`src/rtl/core/deq_pkg.sv`:
```
package deq_pkg;

  // Element width and ring depth; the word formats below are built from them.
  localparam int DATA_W = 32;
  localparam int DEPTH  = 16;
  localparam int PTR_W  = $clog2(DEPTH);
  localparam int CNT_W  = $clog2(DEPTH + 1);

  // Operation codes carried in the func field.
  localparam logic [2:0] OP_PUSH_BACK  = 3'd0;
  localparam logic [2:0] OP_PUSH_FRONT = 3'd1;
  localparam logic [2:0] OP_POP_BACK   = 3'd2;
  localparam logic [2:0] OP_POP_FRONT  = 3'd3;
  localparam logic [2:0] OP_CLEAR      = 3'd4;

  // Status codes returned with every result.
  localparam logic [1:0] STAT_OK    = 2'd0;
  localparam logic [1:0] STAT_EMPTY = 2'd1;
  localparam logic [1:0] STAT_FULL  = 2'd2;

  typedef struct packed {
    logic [2:0]               func;
    logic signed [DATA_W-1:0] data_in;
  } in_word_t;

  typedef struct packed {
    logic signed [DATA_W-1:0] front_value;
    logic signed [DATA_W-1:0] back_value;
    logic [CNT_W-1:0]         count;
    logic [1:0]               status;
  } out_word_t;

  typedef enum logic [1:0] {
    FSM_IDLE,
    FSM_READ,
    FSM_LOAD
  } fsm_state_t;

  // Commands from the controller to the datapath.
  typedef struct packed {
    logic exec;   // apply the accepted operation to pointers and store
    logic load;   // capture the read-back into the output register
  } ctrl_cmd_t;

endpackage

```
`src/rtl/core/deq_ram.sv`:
```
module deq_ram #(
  parameter int DEPTH = 16,
  parameter int WIDTH = 32,
  localparam int AW = (DEPTH > 1) ? $clog2(DEPTH) : 1
) (
  input  logic             clk,
  input  logic             we,
  input  logic [AW-1:0]    waddr,
  input  logic [WIDTH-1:0] wdata,
  input  logic [AW-1:0]    raddr_a,
  input  logic [AW-1:0]    raddr_b,
  output logic [WIDTH-1:0] rdata_a,
  output logic [WIDTH-1:0] rdata_b
);

  logic [WIDTH-1:0] mem_r [DEPTH];
  logic [WIDTH-1:0] rdata_a_r;
  logic [WIDTH-1:0] rdata_b_r;

  always_ff @(posedge clk) begin
    if (we) begin
      mem_r[waddr] <= wdata;
    end
    rdata_a_r <= mem_r[raddr_a];
    rdata_b_r <= mem_r[raddr_b];
  end

  assign rdata_a = rdata_a_r;
  assign rdata_b = rdata_b_r;

endmodule

```
`src/rtl/core/deq_ctrl.sv`:
```
module deq_ctrl (
  input  logic               clk,
  input  logic               rst_n,
  input  logic               in_valid,
  output logic               in_ready,
  output logic               out_valid,
  input  logic               out_ready,
  output deq_pkg::ctrl_cmd_t cmd
);

  deq_pkg::fsm_state_t state_r, state_nxt;
  logic                out_valid_r, out_valid_nxt;

  always_ff @(posedge clk) begin
    if (!rst_n) begin
      state_r     <= deq_pkg::FSM_IDLE;
      out_valid_r <= 1'b0;
    end else begin
      state_r     <= state_nxt;
      out_valid_r <= out_valid_nxt;
    end
  end

  always_comb begin
    state_nxt = state_r;
    in_ready  = 1'b0;
    cmd.exec  = 1'b0;
    cmd.load  = 1'b0;
    case (state_r)
      deq_pkg::FSM_IDLE: begin
        in_ready = 1'b1;
        if (in_valid) begin
          cmd.exec  = 1'b1;
          state_nxt = deq_pkg::FSM_READ;
        end
      end
      deq_pkg::FSM_READ: begin
        state_nxt = deq_pkg::FSM_LOAD;
      end
      deq_pkg::FSM_LOAD: begin
        // Wait here until the output register is free.
        if (!out_valid_r || out_ready) begin
          cmd.load  = 1'b1;
          state_nxt = deq_pkg::FSM_IDLE;
        end
      end
      default: begin
        state_nxt = deq_pkg::FSM_IDLE;
      end
    endcase

    if (cmd.load) begin
      out_valid_nxt = 1'b1;
    end else if (out_ready) begin
      out_valid_nxt = 1'b0;
    end else begin
      out_valid_nxt = out_valid_r;
    end
  end

  assign out_valid = out_valid_r;

  a_exec_then_read: assert property (@(posedge clk) disable iff (!rst_n)
    cmd.exec |=> state_r == deq_pkg::FSM_READ)
    else $error("accepted word did not move on to the read cycle");

  a_load_gives_valid: assert property (@(posedge clk) disable iff (!rst_n)
    cmd.load |=> out_valid_r)
    else $error("loaded result not presented");

  a_stall_holds_load: assert property (@(posedge clk) disable iff (!rst_n)
    (state_r == deq_pkg::FSM_LOAD && out_valid_r && !out_ready)
      |=> state_r == deq_pkg::FSM_LOAD)
    else $error("result overwritten while output stalled");

endmodule

```
`src/rtl/core/deq_dpath.sv`:
```
module deq_dpath (
  input  logic               clk,
  input  logic               rst_n,
  input  deq_pkg::ctrl_cmd_t cmd,
  input  deq_pkg::in_word_t  in_word,
  output deq_pkg::out_word_t out_word
);

  logic [deq_pkg::PTR_W-1:0] front_r, front_nxt;
  logic [deq_pkg::CNT_W-1:0] count_r, count_nxt;
  logic [1:0]                status_r, status_nxt;
  deq_pkg::out_word_t        out_word_r, out_word_nxt;

  logic                       full;
  logic                       empty;
  logic [deq_pkg::PTR_W-1:0]  front_inc;
  logic [deq_pkg::PTR_W-1:0]  front_dec;
  logic [deq_pkg::PTR_W-1:0]  tail_slot;
  logic [deq_pkg::PTR_W-1:0]  back_slot;
  logic [deq_pkg::CNT_W-1:0]  count_dec;

  logic                       ram_we;
  logic [deq_pkg::PTR_W-1:0]  ram_waddr;
  logic [deq_pkg::DATA_W-1:0] ram_wdata;
  logic [deq_pkg::DATA_W-1:0] ram_rdata_a;
  logic [deq_pkg::DATA_W-1:0] ram_rdata_b;

  // Modular add of two slot indexes, both below DEPTH.
  function automatic logic [deq_pkg::PTR_W-1:0] wrap_add(
    input logic [deq_pkg::PTR_W-1:0] a,
    input logic [deq_pkg::PTR_W-1:0] b
  );
    logic [deq_pkg::PTR_W:0] sum;
    sum = {1'b0, a} + {1'b0, b};
    if (sum >= (deq_pkg::PTR_W + 1)'(deq_pkg::DEPTH)) begin
      sum = sum - (deq_pkg::PTR_W + 1)'(deq_pkg::DEPTH);
    end
    return sum[deq_pkg::PTR_W-1:0];
  endfunction

  assign full      = (count_r == deq_pkg::CNT_W'(deq_pkg::DEPTH));
  assign empty     = (count_r == '0);
  assign count_dec = count_r - deq_pkg::CNT_W'(1);
  assign front_inc = (front_r == deq_pkg::PTR_W'(deq_pkg::DEPTH - 1)) ?
                     '0 : front_r + deq_pkg::PTR_W'(1);
  assign front_dec = (front_r == '0) ?
                     deq_pkg::PTR_W'(deq_pkg::DEPTH - 1) : front_r - deq_pkg::PTR_W'(1);
  // The first free slot behind the back; only used when not full.
  assign tail_slot = wrap_add(front_r, count_r[deq_pkg::PTR_W-1:0]);
  // The back element; only meaningful when not empty.
  assign back_slot = wrap_add(front_r, count_dec[deq_pkg::PTR_W-1:0]);

  always_comb begin
    front_nxt  = front_r;
    count_nxt  = count_r;
    status_nxt = status_r;
    ram_we     = 1'b0;
    ram_waddr  = tail_slot;
    ram_wdata  = in_word.data_in;
    if (cmd.exec) begin
      status_nxt = deq_pkg::STAT_OK;
      case (in_word.func)
        deq_pkg::OP_PUSH_BACK: begin
          if (full) begin
            status_nxt = deq_pkg::STAT_FULL;
          end else begin
            ram_we    = 1'b1;
            count_nxt = count_r + deq_pkg::CNT_W'(1);
          end
        end
        deq_pkg::OP_PUSH_FRONT: begin
          if (full) begin
            status_nxt = deq_pkg::STAT_FULL;
          end else begin
            ram_we    = 1'b1;
            ram_waddr = front_dec;
            front_nxt = front_dec;
            count_nxt = count_r + deq_pkg::CNT_W'(1);
          end
        end
        deq_pkg::OP_POP_BACK: begin
          if (empty) begin
            status_nxt = deq_pkg::STAT_EMPTY;
          end else begin
            count_nxt = count_dec;
          end
        end
        deq_pkg::OP_POP_FRONT: begin
          if (empty) begin
            status_nxt = deq_pkg::STAT_EMPTY;
          end else begin
            front_nxt = front_inc;
            count_nxt = count_dec;
          end
        end
        deq_pkg::OP_CLEAR: begin
          if (empty) begin
            status_nxt = deq_pkg::STAT_EMPTY;
          end else begin
            front_nxt = '0;
            count_nxt = '0;
          end
        end
        default: begin
        end
      endcase
    end
  end

  always_comb begin
    out_word_nxt        = out_word_r;
    if (cmd.load) begin
      out_word_nxt.count  = count_r;
      out_word_nxt.status = status_r;
      if (empty) begin
        out_word_nxt.front_value = '0;
        out_word_nxt.back_value  = '0;
      end else begin
        out_word_nxt.front_value = $signed(ram_rdata_a);
        out_word_nxt.back_value  = $signed(ram_rdata_b);
      end
    end
  end

  always_ff @(posedge clk) begin
    if (!rst_n) begin
      front_r <= '0;
      count_r <= '0;
    end else begin
      front_r <= front_nxt;
      count_r <= count_nxt;
    end
  end

  always_ff @(posedge clk) begin
    status_r   <= status_nxt;
    out_word_r <= out_word_nxt;
  end

  deq_ram #(
    .DEPTH (deq_pkg::DEPTH),
    .WIDTH (deq_pkg::DATA_W)
  ) u_ram (
    .clk     (clk),
    .we      (ram_we),
    .waddr   (ram_waddr),
    .wdata   (ram_wdata),
    .raddr_a (front_r),
    .raddr_b (back_slot),
    .rdata_a (ram_rdata_a),
    .rdata_b (ram_rdata_b)
  );

  assign out_word = out_word_r;

  a_count_bounded: assert property (@(posedge clk) disable iff (!rst_n)
    count_r <= deq_pkg::CNT_W'(deq_pkg::DEPTH))
    else $error("element count beyond depth");

endmodule

```
`src/rtl/core/double_ended_queue.sv`:
```
// Channel   Direction  Ports                            Payload type
// input     in         in_valid, in_ready, in_word      deq_pkg::in_word_t
// result    out        out_valid, out_ready, out_word   deq_pkg::out_word_t
//
// Every operation word first updates the pointers and writes the ring store, then
// reads the front and back slots through the store's registered read port, and
// then loads the result register once the output register is free.
// Reset (rst_n low at a clock edge) empties the deque and sets the front to slot 0.
// A new word is taken while an earlier result still waits in the output register;
// a further result then holds in the controller until that register is taken.
module double_ended_queue (
  input  logic               clk,
  input  logic               rst_n,
  input  logic               in_valid,
  output logic               in_ready,
  input  deq_pkg::in_word_t  in_word,
  output logic               out_valid,
  input  logic               out_ready,
  output deq_pkg::out_word_t out_word
);

  // The controller sequences each word through the update, read and load steps and owns the
  // output valid flag; the datapath holds the ring, its pointers and the result.
  deq_pkg::ctrl_cmd_t cmd;

  deq_ctrl u_ctrl (
    .clk       (clk),
    .rst_n     (rst_n),
    .in_valid  (in_valid),
    .in_ready  (in_ready),
    .out_valid (out_valid),
    .out_ready (out_ready),
    .cmd       (cmd)
  );

  // The input word is sampled only in the cycle it is accepted, so the datapath
  // reads the port directly rather than through a holding register.
  deq_dpath u_dpath (
    .clk      (clk),
    .rst_n    (rst_n),
    .cmd      (cmd),
    .in_word  (in_word),
    .out_word (out_word)
  );

endmodule
```
`config.mk`:
```
export PLATFORM = sky130hd
export DESIGN_NAME = double_ended_queue
export DESIGN_NICKNAME = d
export VERILOG_FILES = /design/src/rtl/core/deq_pkg.sv /design/src/rtl/core/deq_ram.sv /design/src/rtl/core/deq_ctrl.sv /design/src/rtl/core/deq_dpath.sv /design/src/rtl/core/double_ended_queue.sv
export SDC_FILE = /design/constraint.sdc
export NUM_CORES = 1
export LEC_CHECK = 0
export BUFFER_PORTS_ARGS = -buffer_cell sky130_fd_sc_hd__buf_2
export CAP_MARGIN = 20
export CORE_MARGIN = 2
export CORE_UTILIZATION = 65
export CTS_CLUSTER_SIZE = 30
export DETAILED_ROUTE_END_ITERATION = 10
export HOLD_SLACK_MARGIN = 0.15
export MAX_ROUTING_LAYER = met4
export PLACE_DENSITY_LB_ADDON = 0.12
export RECOVER_POWER = 50
export SLEW_MARGIN = 5
export SYNTH_ARGS = -nofsm -noshare
export SYNTH_HDL_FRONTEND = slang
export SYNTH_SLANG_ARGS = --single-unit
```
`constraint.sdc`:
```
create_clock -name clk -period 10.48 [get_ports clk]
set_input_delay 2.096 -clock clk [delete_from_list [all_inputs] [get_ports clk]]
set_output_delay 2.096 -clock clk [all_outputs]
set_load 0.005 [all_outputs]
```
==> reports/qor.yml, run 1 <==
timing:
  fin_tns_setup_ps: 0
  finClkSkew_ps: 19.13
  slew_headroom: -1.959
  period_share: 0.5281
  maxSlewViolCount: 176
  clock.fmax_mhz: 180.7
  period_minus_slack_ps: 5534
  setup_viol: 0
  hold_viol: 0
  worst_pin_slew_ps: 4438
  rsz0062_at_grt: "no"
place:
  gp_congestion: 0.8539
  dp.cells: 2085
  dp_hpwl_mm: 33.19
  port_buffers: 111
  placed_cell_area_sq_mm: 0.02978
detailed_routing:
  drcViolationCount: 0
  drt-total-wl_mm: 62.82
  wl_per_cell_um: 28.47
  ant_nets: 0
  first_pass_iters: 5
  vias: 15320
  vias_per_cell: 6.941
  drt_iter0_markers: 1677
cts:
  root_buffer: "clkbuf_16"
  cts-htree-levels: 3
  clock_sinks: 661
  postCtsSetupBuffers: 0
  cts_made_buffers: 67
  hold_buffers: 0
  cts.repair.resized: 0
  clk_latency_ps: 580
  clockBufferDepth: 3
  cts_tree: "done"
  clkSlewWorstSetupHoldPaths_ps: 60
yosys:
  yosysWarnings: 0
  async_reset_ff_frac: 0
  yosys.area.top_type: "edfxtp_1"
  ys_ff_latch: 661
  synth_edf_count: 585
  syn_inst: 1459
  synth_top_area_share: 0.6169
  syn_area_sq_mm: 0.02848
  synthFlopType: "edfxtp_1"
  yosysUniqueCellTypes: 55
  synth.net_count: 1511
  synth_area_per_cell_sq_um: 19.52
  yosysSeqAreaShare: 0.6703
  synth_area_leaders: "edfxtp_1, mux4_2, dfxtp_1"
min_path:
  min_to: "u_dpath.out_word[1]"
  hold_start: "u_dpath.status_r[1]"
  hp-class: "flop to flop"
  holdPathStages: 0
grt:
  grt_overflow: 0
  grt_max_degree: 114
  grt_use_total: 0.2994
  grt_pass1_vias: 15760
  antenna_found_initial: 1
  grt_pass1_wl_mm: 95.59
cells_and_area:
  stdcell_count: 2207
  fin_nets: 1621
  drive_gt1_frac: 0.3288
  stdcell_area_sq_mm: 0.03196
  post-route-util: 0.7402
  fillCellCount: 2526
  syn2layout_area_growth_pct: 12.22
power_and_ir_drop:
  total_power_uw: 6353
  ir_worst_vdd_mv: 0.1526
  p_leak_uw: 0.01023
  power.density_mw_per_mm2: 198.8
setup_path:
  path_class: "input port to flop"
  cp_max_fo: 71
  crit_path_max_incr_delay_ps: 3110
  critPathTopFamily: "buffers and inverters"
  crit_buf_inv: 2
  critPathArrivalTime_ps: 5610
  startpoint_type: "input port"
  timing.rr.start: "u_ctrl.state_r[1]"
  path_cells: "buf_2, nand2b_1, nor2b_1, clkbuf_1"
  reg2regPathDepth: 3
  ff2ff_setup_slack_ps: 6060
  r2r-end: "u_dpath.out_word[52]"
  critPathCaptureType: "flop"
  cpMaxStageDelayCell: "clkbuf_1"
  worstPathRequired_ps: 10550
floorplan:
  core_sq_mm: 0.04317
  die-area_sq_mm: 0.04550
  io_pins: 112
  die_w_um: 213.3
  rows: 76
  die_y_um: 213.3
  start_util: 0.6596
status:
  status: "complete, but fails checks"
  violations: "max-capacitance violations, max-slew violations"
run:
  maxCapViolations: 3
==> worst reg2reg max path, cell delays in order (launching register included) <==
cell,delay (ps)
dfxtp_1,360
or2b_1,270
nor2b_1,120
clkbuf_1,3110
==> synthesized netlist by cell type, types with 6 or more instances <==
| cell | n |
|---|---|
| a211oi_1 | 35 |
| a21oi_1 | 13 |
| a31oi_1 | 36 |
| and2_1 | 98 |
| buf_1 | 15 |
| buf_2 | 23 |
| clkbuf_1 | 61 |
| dfxtp_1 | 76 |
| edfxtp_1 | 585 |
| ha_1 | 11 |
| inv_1 | 11 |
| mux4_2 | 287 |
| nand2_1 | 86 |
| nand3_1 | 7 |
| nor2_1 | 21 |
| nor3_1 | 11 |
| o21ai_0 | 10 |
| xnor2_1 | 6 |
| xor2_1 | 6 |
==> cell usage in the layout, fill, tap and decap left out, types with 3 or more instances in the layout <==
cell / n
o21ai_0: 10
edfxtp_1: 585
xor2_1: 5
mux4_2: 287
ha_1: 10
nor2_1: 13
a21oi_1: 13
nor2b_1: 3
nor3b_1: 3
nor3_2: 8
a31oi_1: 36
a211oi_1: 35
nand2b_1: 3
clkbuf_16: 73
clkinv_1: 5
nand2_1: 86
a31o_2: 3
buf_4: 26
clkinv_2: 15
inv_1: 11
buf_2: 77
and2_1: 54
bufinv_16: 5
clkbuf_8: 6
nand3_1: 7
nor2_4: 8
nor3_1: 3
dfxtp_1: 73
nand4_1: 3
xnor2_1: 5
and2_0: 44
clkbuf_1: 51
o22ai_1: 4
==> cells by family after synthesis <==
kind of cell,synth area share
buffers and inverters,0.01617
adders and majority gates,0.006239
DFF,0.6703
muxes,0.2287
and+or+nand+nor,0.04600
xor gates and xnor gates,0.004262
AOI/OAI and AO/OA,0.02830
==> final cells by class <==
| type | count | area [sq um] | area share |
|---|---|---|---|
| inverters | 12 | 45.04 | 0.001410 |
| clock inverters | 28 | 272.8 | 0.008536 |
| diodes | 1 | 2.502 | 0.00007831 |
| repair buffers | 142 | 759.5 | 0.02377 |
| clock buffers | 93 | 1962 | 0.06139 |
| well taps | 585 | 732.0 | 0.02291 |
| multi-input cells | 685 | 9085 | 0.2843 |
| flip-flops and latches | 661 | 19100 | 0.5976 |
==> flip-flops by register name (all words and copies together) (netlist names) <==
name	flops
u_ctrl.state_r	2
u_dpath.u_ram.rdata_b	32
u_dpath.status_r	2
u_dpath.u_ram.rdata_a	32
u_dpath.out_word	71
u_dpath.count_r	5
u_dpath.u_ram.mem_r	512
u_dpath.front_r	4
u_ctrl.out_valid	1
==> per-layer routing <==
layer	routed length (um)	global-route usage	part of all wire	vias up
li1	-	-	-	6297
met1	24050	0.4054	0.38	7986
met2	31350	0.4692	0.50	903
met3	5800	0.05927	0.092	133
met4	1622	0.09674	0.026	0
met5	0	-	0	-
==> worst max-delay path by stage <==
stage                     startpoint  slack [ps]  depth (start not counted)                         end
final                      out_ready        4950                          4        u_dpath.out_word[52]
after CTS                   in_valid        5720                          7   u_dpath.u_ram.mem_r[6][1]
after floorplan             in_valid        4330                          5  u_dpath.u_ram.mem_r[11][0]
after detailed placement    in_valid        5130                          7  u_dpath.u_ram.mem_r[7][17]
after global routing       out_ready        4570                          4        u_dpath.out_word[61]
after global placement      in_valid        5190                          7  u_dpath.u_ram.mem_r[7][10]
==> power by group <==
group	switching (uW)	internal (uW)	leakage, uW	total [uW]
logic	524	396	0.00320	920
clock network	963	1440	0.00110	2400
registers	43.9	2990	0.00593	3040
total	1530	4820	0.0102	6350
==> through the flow <==
stage | hold WS [ps] | setup slack [ps]
final | 426.6 | 4946
after global routing | 448.2 | 4567
after CTS | 428.3 | 5724
after detailed placement | 417.2 | 5131
after global placement | 407.0 | 5189
after floorplan | 400.3 | 4328
Note: power is estimated with default switching activity, not from simulation.
==> inputs of run 2 (changes only) <==
--- a/config.mk
+++ b/config.mk
@@ -5,10 +5,11 @@
 export SDC_FILE = /design/constraint.sdc
 export NUM_CORES = 1
 export LEC_CHECK = 0
+export ABC_AREA = 1
 export BUFFER_PORTS_ARGS = -buffer_cell sky130_fd_sc_hd__buf_2
 export CAP_MARGIN = 20
 export CORE_MARGIN = 2
-export CORE_UTILIZATION = 65
+export CORE_UTILIZATION = 56
 export CTS_CLUSTER_SIZE = 30
 export DETAILED_ROUTE_END_ITERATION = 10
 export HOLD_SLACK_MARGIN = 0.15
==> constraint.sdc (replaced) <==
create_clock -name clk -period 4.6 [get_ports clk]
set_input_delay 0.92 -clock clk [delete_from_list [all_inputs] [get_ports clk]]
set_output_delay 0.92 -clock clk [all_outputs]
set_load 0.005 [all_outputs]
==> reports/qor.yml, run 2 <==
yosys:
  synthFlopType: "edfxtp_1"
  synthAdderAreaFrac: 0.005739  # -0.0005003
  ys_ff_latch: 661  # unchanged
  yosysWarnings: 0  # unchanged
  synth_top_family_by_area: "simple AND/OR/NAND/NOR gates"
  synth_xor_area_frac: 0.002748  # -0.001514
  synth_edf_count: 585  # unchanged
  yosysMostFrequentCell: "nand2_1"
  synth_top_area_share: 0.5674  # -0.04947
  synth_area_leaders: "edfxtp_1, nand2_1, o211ai_1"
  synth_area_per_cell_sq_um: 9.769  # -50%
  synth.top_cells.by_count: "nand2_1, edfxtp_1, inv_1, o211ai_1, a21oi_1"
  syn_inst: 3169  # +120%
  synth_mux_area_frac: 0  # -0.2287
  synth_compound_area_frac: 0.1480  # +0.1197
  synth.net_count: 3221  # +110%
  async_reset_ff_frac: 0  # unchanged
  yosys.area.top_type: "edfxtp_1"
  yosysUniqueCellTypes: 36  # -35%
  yosysSeqAreaShare: 0.6166  # -0.05375
  synth_simple_gate_area_share: 0.1488  # +0.1028
  syn_area_sq_mm: 0.03096  # +8.7%
power_and_ir_drop:
  p_leak_uw: 0.01345  # +32%
  p_clk_frac: 0.349  # -0.028
  total_power_uw: 16600  # +160%
  ir_worst_vdd_mv: 0.3437  # +130%
  seqPwrFrac: 0.426  # -0.052
  p_comb_frac: 0.225  # +0.080
  power.switching_uw: 5176  # +240%
  power.density_mw_per_mm2: 485.2  # +140%
  p_int_uw: 11420  # +140%
  sw_frac_of_total: 0.3119  # +0.07101
grt:
  grt_pass1_wl_mm: 128.3  # +34%
  grt_max_degree: 266  # +130%
  grt_use_total: 0.3066  # +0.007250
  grt_overflow: 0  # unchanged
  grt_pass1_vias: 21900  # +39%
  antenna_found_initial: 1  # unchanged
min_path:
  min_to: "u_dpath.out_word[1]"
  hp-class: "flop to flop"
  holdPathStages: 0  # unchanged
  hold_start: "u_dpath.status_r[1]"
cells_and_area:
  stdcell_count: 3939  # +78%
  final_cell_mix: "nand2_1, edfxtp_1, inv_1"
  drive_gt1_frac: 0.07485  # -0.2540
  top_register: "u_dpath.u_ram.mem_r"
  syn2layout_area_growth_pct: 10.48
  largest_register_ffs: 512  # unchanged
  fin_nets: 3232  # +99%
  stdcell_area_sq_mm: 0.03420  # +7.0%
  final_common_cell: "nand2_1"
timing:
  rsz0062_at_grt: "no"
  worst_pin_slew_ps: 1783  # -2655 ps
  slew_headroom: -0.1979  # +1.761
  hold_viol: 0  # unchanged
  period_share: 0.7628
  finClkSkew_ps: 14.98  # -4.156 ps
  period_minus_slack_ps: 3509
  fin_tns_setup_ps: 0  # unchanged
  setup_viol: 0  # unchanged
  clock.fmax_mhz: 285.0
  maxSlewViolCount: 15  # -91%
cts:
  cts_made_buffers: 70  # +4.5%
  cts-htree-levels: 3  # unchanged
  cts_tree: "done"
  root_buffer: "clkbuf_16"
  postCtsSetupBuffers: 0  # unchanged
  hold_buffers: 0  # unchanged
  clkSlewWorstSetupHoldPaths_ps: 60  # about the same
  clockBufferDepth: 3  # unchanged
  clk_latency_ps: 610  # +30 ps
  clock_sinks: 661  # unchanged
  cts.repair.resized: 0  # unchanged
setup_path:
  timing.rr.start: "u_ctrl.state_r[1]"
  startpoint: "out_ready"
  crit_buf_inv: 2  # unchanged
  critPathTopFamily: "simple AND/OR/NAND/NOR gates"
  critPathArrivalTime_ps: 3710  # -1900 ps
  path_class: "input port to flop"
  ff2ff_setup_slack_ps: 1120  # -4940 ps
  cpMaxStageDelayCell: "nor3_1"
  crit_path_max_incr_delay_ps: 1340  # -1770 ps
  path_cells: "buf_2, nor2_1, nor3_1, clkbuf_2"
  reg2regPathDepth: 3  # unchanged
  worstPathRequired_ps: 4810  # -5740 ps
  cp_max_fo: 59  # -17%
  r2r-end: "u_dpath.out_word[23]"
  critPathCaptureType: "flop"
  startpoint_type: "input port"
place:
  port_buffers: 111  # unchanged
  gp_congestion: 0.8664  # +1.5%
  dp.cells: 3811  # +83%
  placed_cell_area_sq_mm: 0.03196  # +7.3%
  dp_hpwl_mm: 48.80  # +47%
status:
  violations: "max-capacitance violations, max-slew violations"
  status: "complete, but fails checks"
detailed_routing:
  drt-total-wl_mm: 84.91  # +35%
  first_pass_iters: 6  # +1
  drcViolationCount: 0  # unchanged
  drt_iter0_markers: 3025  # +80%
  ant_nets: 0  # unchanged
  wl_per_cell_um: 21.56  # -24%
  vias: 23650  # +54%
  vias_per_cell: 6.005  # -13%
floorplan:
  io_pins: 112  # unchanged
  die-area_sq_mm: 0.05718  # +26%
  rows: 86  # +13%
  core_sq_mm: 0.05488  # +27%
  die_y_um: 239.1  # +12%
  die_w_um: 239.1  # +12%
  start_util: 0.5641  # -0.09547
run:
  maxCapViolations: 1  # -2
run 2: stage by stage:
step,hold WS [ps],worst slack [ps],utilization
6_report,445.3,1091,0.6233
3_3_place_gp,425.3,1085,0.5823
4_1_cts,446.3,1400,0.6249
5_1_grt,452.6,769.3,0.6232
2_1_floorplan,400.3,389.8,-
3_5_place_dp,434.2,1082,0.5823
run 2: how the worst max path moves through the flow:
stage,endpoint,slack [ps],cells past startpoint
finish,u_dpath.out_word[23],1090,4
CTS,u_dpath.u_ram.mem_r[11][22],1400,9
floorplan,u_dpath.out_word[0],390,2
global route,u_dpath.out_word[54],770,4
detailed placement,u_dpath.u_ram.mem_r[11][24],1080,11
global placement,u_dpath.u_ram.mem_r[4][24],1090,11
run 2: layout make-up:
cell class / instances / area, sq um
tap: 704 / 880.8
inverter: 353 / 1328
sequential: 661 / 19100
multi-input combinational: 1936 / 9582
clock inverter: 31 / 350.3
fill: 4445 / 20670
antenna: 2 / 5.005
clock buffer: 94 / 1988
timing repair buffer: 158 / 972.2
run 2: layer usage:
| layer | wire, um | GRT usage |
|---|---|---|
| met1 | 35850 | 0.4290 |
| met2 | 38300 | 0.4588 |
| met3 | 8296 | 0.05115 |
| met4 | 2462 | 0.1023 |
| met5 | 0 | - |
run 2: worst reg2reg max path, cell delays in order, from the launching register on:
cell      delay [ps]
dfxtp_1          330
inv_1             60
nor3_1          1380
clkbuf_2        1250
run 2: cell families after synthesis:
logic type | after synthesis
AOI/OAI and AO/OA | 784
xor gates and xnor gates | 8
adders and majority gates | 13
buffers and inverters | 572
DFF | 661
and+or+nand+nor | 1131
run 2: power by group through the flow:
stage,clock (uW),combinational [uW],sequential (uW)
3_3_place_gp,0,3590,7180
3_5_place_dp,0,3660,7180
4_1_cts,5860,3670,7060
2_1_floorplan,0,2560,7090
5_1_grt,6090,4130,7080
6_report,5790,3730,7070
==> inputs of run 3 (changes only) <==
--- a/config.mk
+++ b/config.mk
@@ -5,7 +5,7 @@
 export SDC_FILE = /design/constraint.sdc
 export NUM_CORES = 1
 export LEC_CHECK = 0
-export ABC_AREA = 1
+export ABC_AREA = 0
 export BUFFER_PORTS_ARGS = -buffer_cell sky130_fd_sc_hd__buf_2
 export CAP_MARGIN = 20
 export CORE_MARGIN = 2
==> constraint.sdc (replaced) <==
create_clock -name clk -period 3.2 [get_ports clk]
set_input_delay 0.64 -clock clk [delete_from_list [all_inputs] [get_ports clk]]
set_output_delay 0.64 -clock clk [all_outputs]
set_load 0.005 [all_outputs]
==> reports/qor.yml, run 3 (same netlist as run 1, synthesis figures left out) <==
setup_path:
  cp_max_fo: 47  # -20%
  critPathCaptureType: "flop"
  crit_path_max_incr_delay_ps: 870  # -470 ps
  critPathArrivalTime_ps: 3530  # -180 ps
  critPathMostFrequentCell: "inv_1"
  startpoint_type: "flop"
  path_class: "flop to flop"
  crit_buf_inv: 4  # +2
  startpoint: "u_dpath.count_r[0]"
  worstPathRequired_ps: 3650  # -1160 ps
  path_cells: "inv_1, buf_4, ha_4, inv_1, fa_4, buf_12, mux4_2, and2_1, a211oi_1, a31oi_1"
  timing.rr.start: "u_dpath.count_r[0]"
  cpMaxStageDelayCell: "fa_4"
  critPathTopFamily: "adder cells"
cts:
  cts_tree: "done"
  cts-htree-levels: 3  # unchanged
  cts_made_buffers: 69  # -1.4%
  root_buffer: "clkbuf_16"
  clock_sinks: 661  # unchanged
  clockBufferDepth: 3  # unchanged
  clk_latency_ps: 600  # about the same
  hold_buffers: 0  # unchanged
  clkSlewWorstSetupHoldPaths_ps: 60  # about the same
status:
  status: "complete, but fails checks"
  violations: "max-capacitance violations, max-slew violations"
grt:
  grt_pass1_wl_mm: 104.4  # -19%
  grt_pass1_vias: 15930  # -27%
  grt_overflow: 0  # unchanged
  grt_max_degree: 76  # -71%
  antenna_found_initial: 1  # unchanged
  grt_use_total: 0.2777  # -0.02893
floorplan:
  die-area_sq_mm: 0.05267  # -7.9%
  io_pins: 112  # unchanged
  rows: 82  # -4.7%
  die_y_um: 229.5  # -4.0%
  die_w_um: 229.5  # -4.0%
  core_sq_mm: 0.05017  # -8.6%
  start_util: 0.5676  # +0.003449
cells_and_area:
  stdcell_area_sq_mm: 0.03288  # -3.9%
  top_register: "u_dpath.u_ram.mem_r"
  final_common_cell: "edfxtp_1"
  fin_nets: 1673  # -48%
  stdcell_count: 2347  # -40%
  drive_gt1_frac: 0.3327  # +0.2579
  largest_register_ffs: 512  # unchanged
  fillCellCount: 3352  # -25%
  final_cell_mix: "edfxtp_1, mux4_2, and2_1"
  syn2layout_area_growth_pct: 15.47
min_path:
  hp-class: "input port to flop"
  hold_start: "out_ready"
power_and_ir_drop:
  p_clk_frac: 0.377  # +0.028
  power.switching_uw: 5237  # +1.2%
  ir_worst_vdd_mv: 0.4939  # +44%
  p_leak_uw: 0.01057  # -21%
  total_power_uw: 21260  # +28%
  p_comb_frac: 0.157  # -0.068
  p_int_uw: 16030  # +40%
  seqPwrFrac: 0.466  # +0.040
  power.density_mw_per_mm2: 646.7  # +33%
  sw_frac_of_total: 0.2463  # -0.06562
detailed_routing:
  drt-total-wl_mm: 68.93  # -19%
  wl_per_cell_um: 29.37  # +36%
  ant_nets: 0  # unchanged
  drcViolationCount: 0  # unchanged
  first_pass_iters: 5  # -1
  drt_iter0_markers: 1962  # -35%
  vias_per_cell: 6.674  # +11%
  vias: 15660  # -34%
timing:
  period_minus_slack_ps: 3085
  clock.fmax_mhz: 324.2
  whs_ps: 383.7  # -61.60 ps
  slew_headroom: -0.3498  # -0.1519
  worst_pin_slew_ps: 2025  # +241.6 ps
  maxSlewViolCount: 72  # +57
  setup_viol: 0  # unchanged
  period_share: 0.9640
  rsz0062_at_grt: "no"
  hold_viol: 0  # unchanged
  fin_tns_setup_ps: 0  # unchanged
  finClkSkew_ps: 23.55  # +8.575 ps
place:
  gp_congestion: 0.8329  # -3.9%
  port_buffers: 111  # unchanged
  dp.cells: 2221  # -42%
  placed_cell_area_sq_mm: 0.03071  # -3.9%
  dp_hpwl_mm: 39.77  # -19%
run:
  maxCapViolations: 1  # unchanged
## run 3: final cells by class
cell class	count	area [sq um]	area share
Inverter	12	45.04	0.001370
Clock inverter	28	337.8	0.01027
Antenna cell	1	2.502	0.00007610
Tap cell	672	840.8	0.02557
Clock buffer	96	1921	0.05841
Timing Repair Buffer	192	1493	0.04540
Multi-Input combinational cell	685	9145	0.2781
Sequential cell	661	19100	0.5808
## run 3: worst paths after layout
| check | end | slack [ps] | depth (start not counted) |
|---|---|---|---|
| max | u_dpath.u_ram.rdata_b[27] | 120 | 10 |
| min | u_ctrl.out_valid | 380 | 3 |
| max reg2reg | u_dpath.u_ram.rdata_b[27] | 120 | 10 |
| min reg2reg | u_dpath.out_word[1] | 420 | 0 |
## run 3: metal layers
layer  vias up  routed length, um  global-route usage
li1       6400                  -                   -
met1      8335              28420              0.3866
met2       799              33850              0.4293
met3       129               5019             0.04744
met4         0               1634             0.08218
met5         -                  0                   -
## run 3: worst min-delay path, cell delays in order
cell      delay (ps)
buf_2             70
nand2b_1         130
a21oi_1           70
## run 3: what timing repair did
action                                  in CTS  in global routing
buffers inserted                             0                  0
resized for setup                            0                  1
endpoints found under the setup margin       0                  1
## run 3: metrics by stage
stage / setup slack (ps) / utilization
floorplan: -504.0 / -
CTS: 37.59 / 0.6572
global placement: -1.069 / 0.6122
finish: 115.1 / 0.6554
detailed placement: 5.712 / 0.6122
global route: 45.91 / 0.6554
## run 3: power groups by stage
| stage | logic (uW) | registers [uW] | clock network (uW) |
|---|---|---|---|
| finish | 3340 | 9910 | 8010 |
| floorplan | 2170 | 10000 | 0 |
| global placement | 3330 | 10100 | 0 |
| CTS | 3370 | 9910 | 8150 |
| detailed placement | 3360 | 10100 | 0 |
| global route | 3590 | 9940 | 8490 |
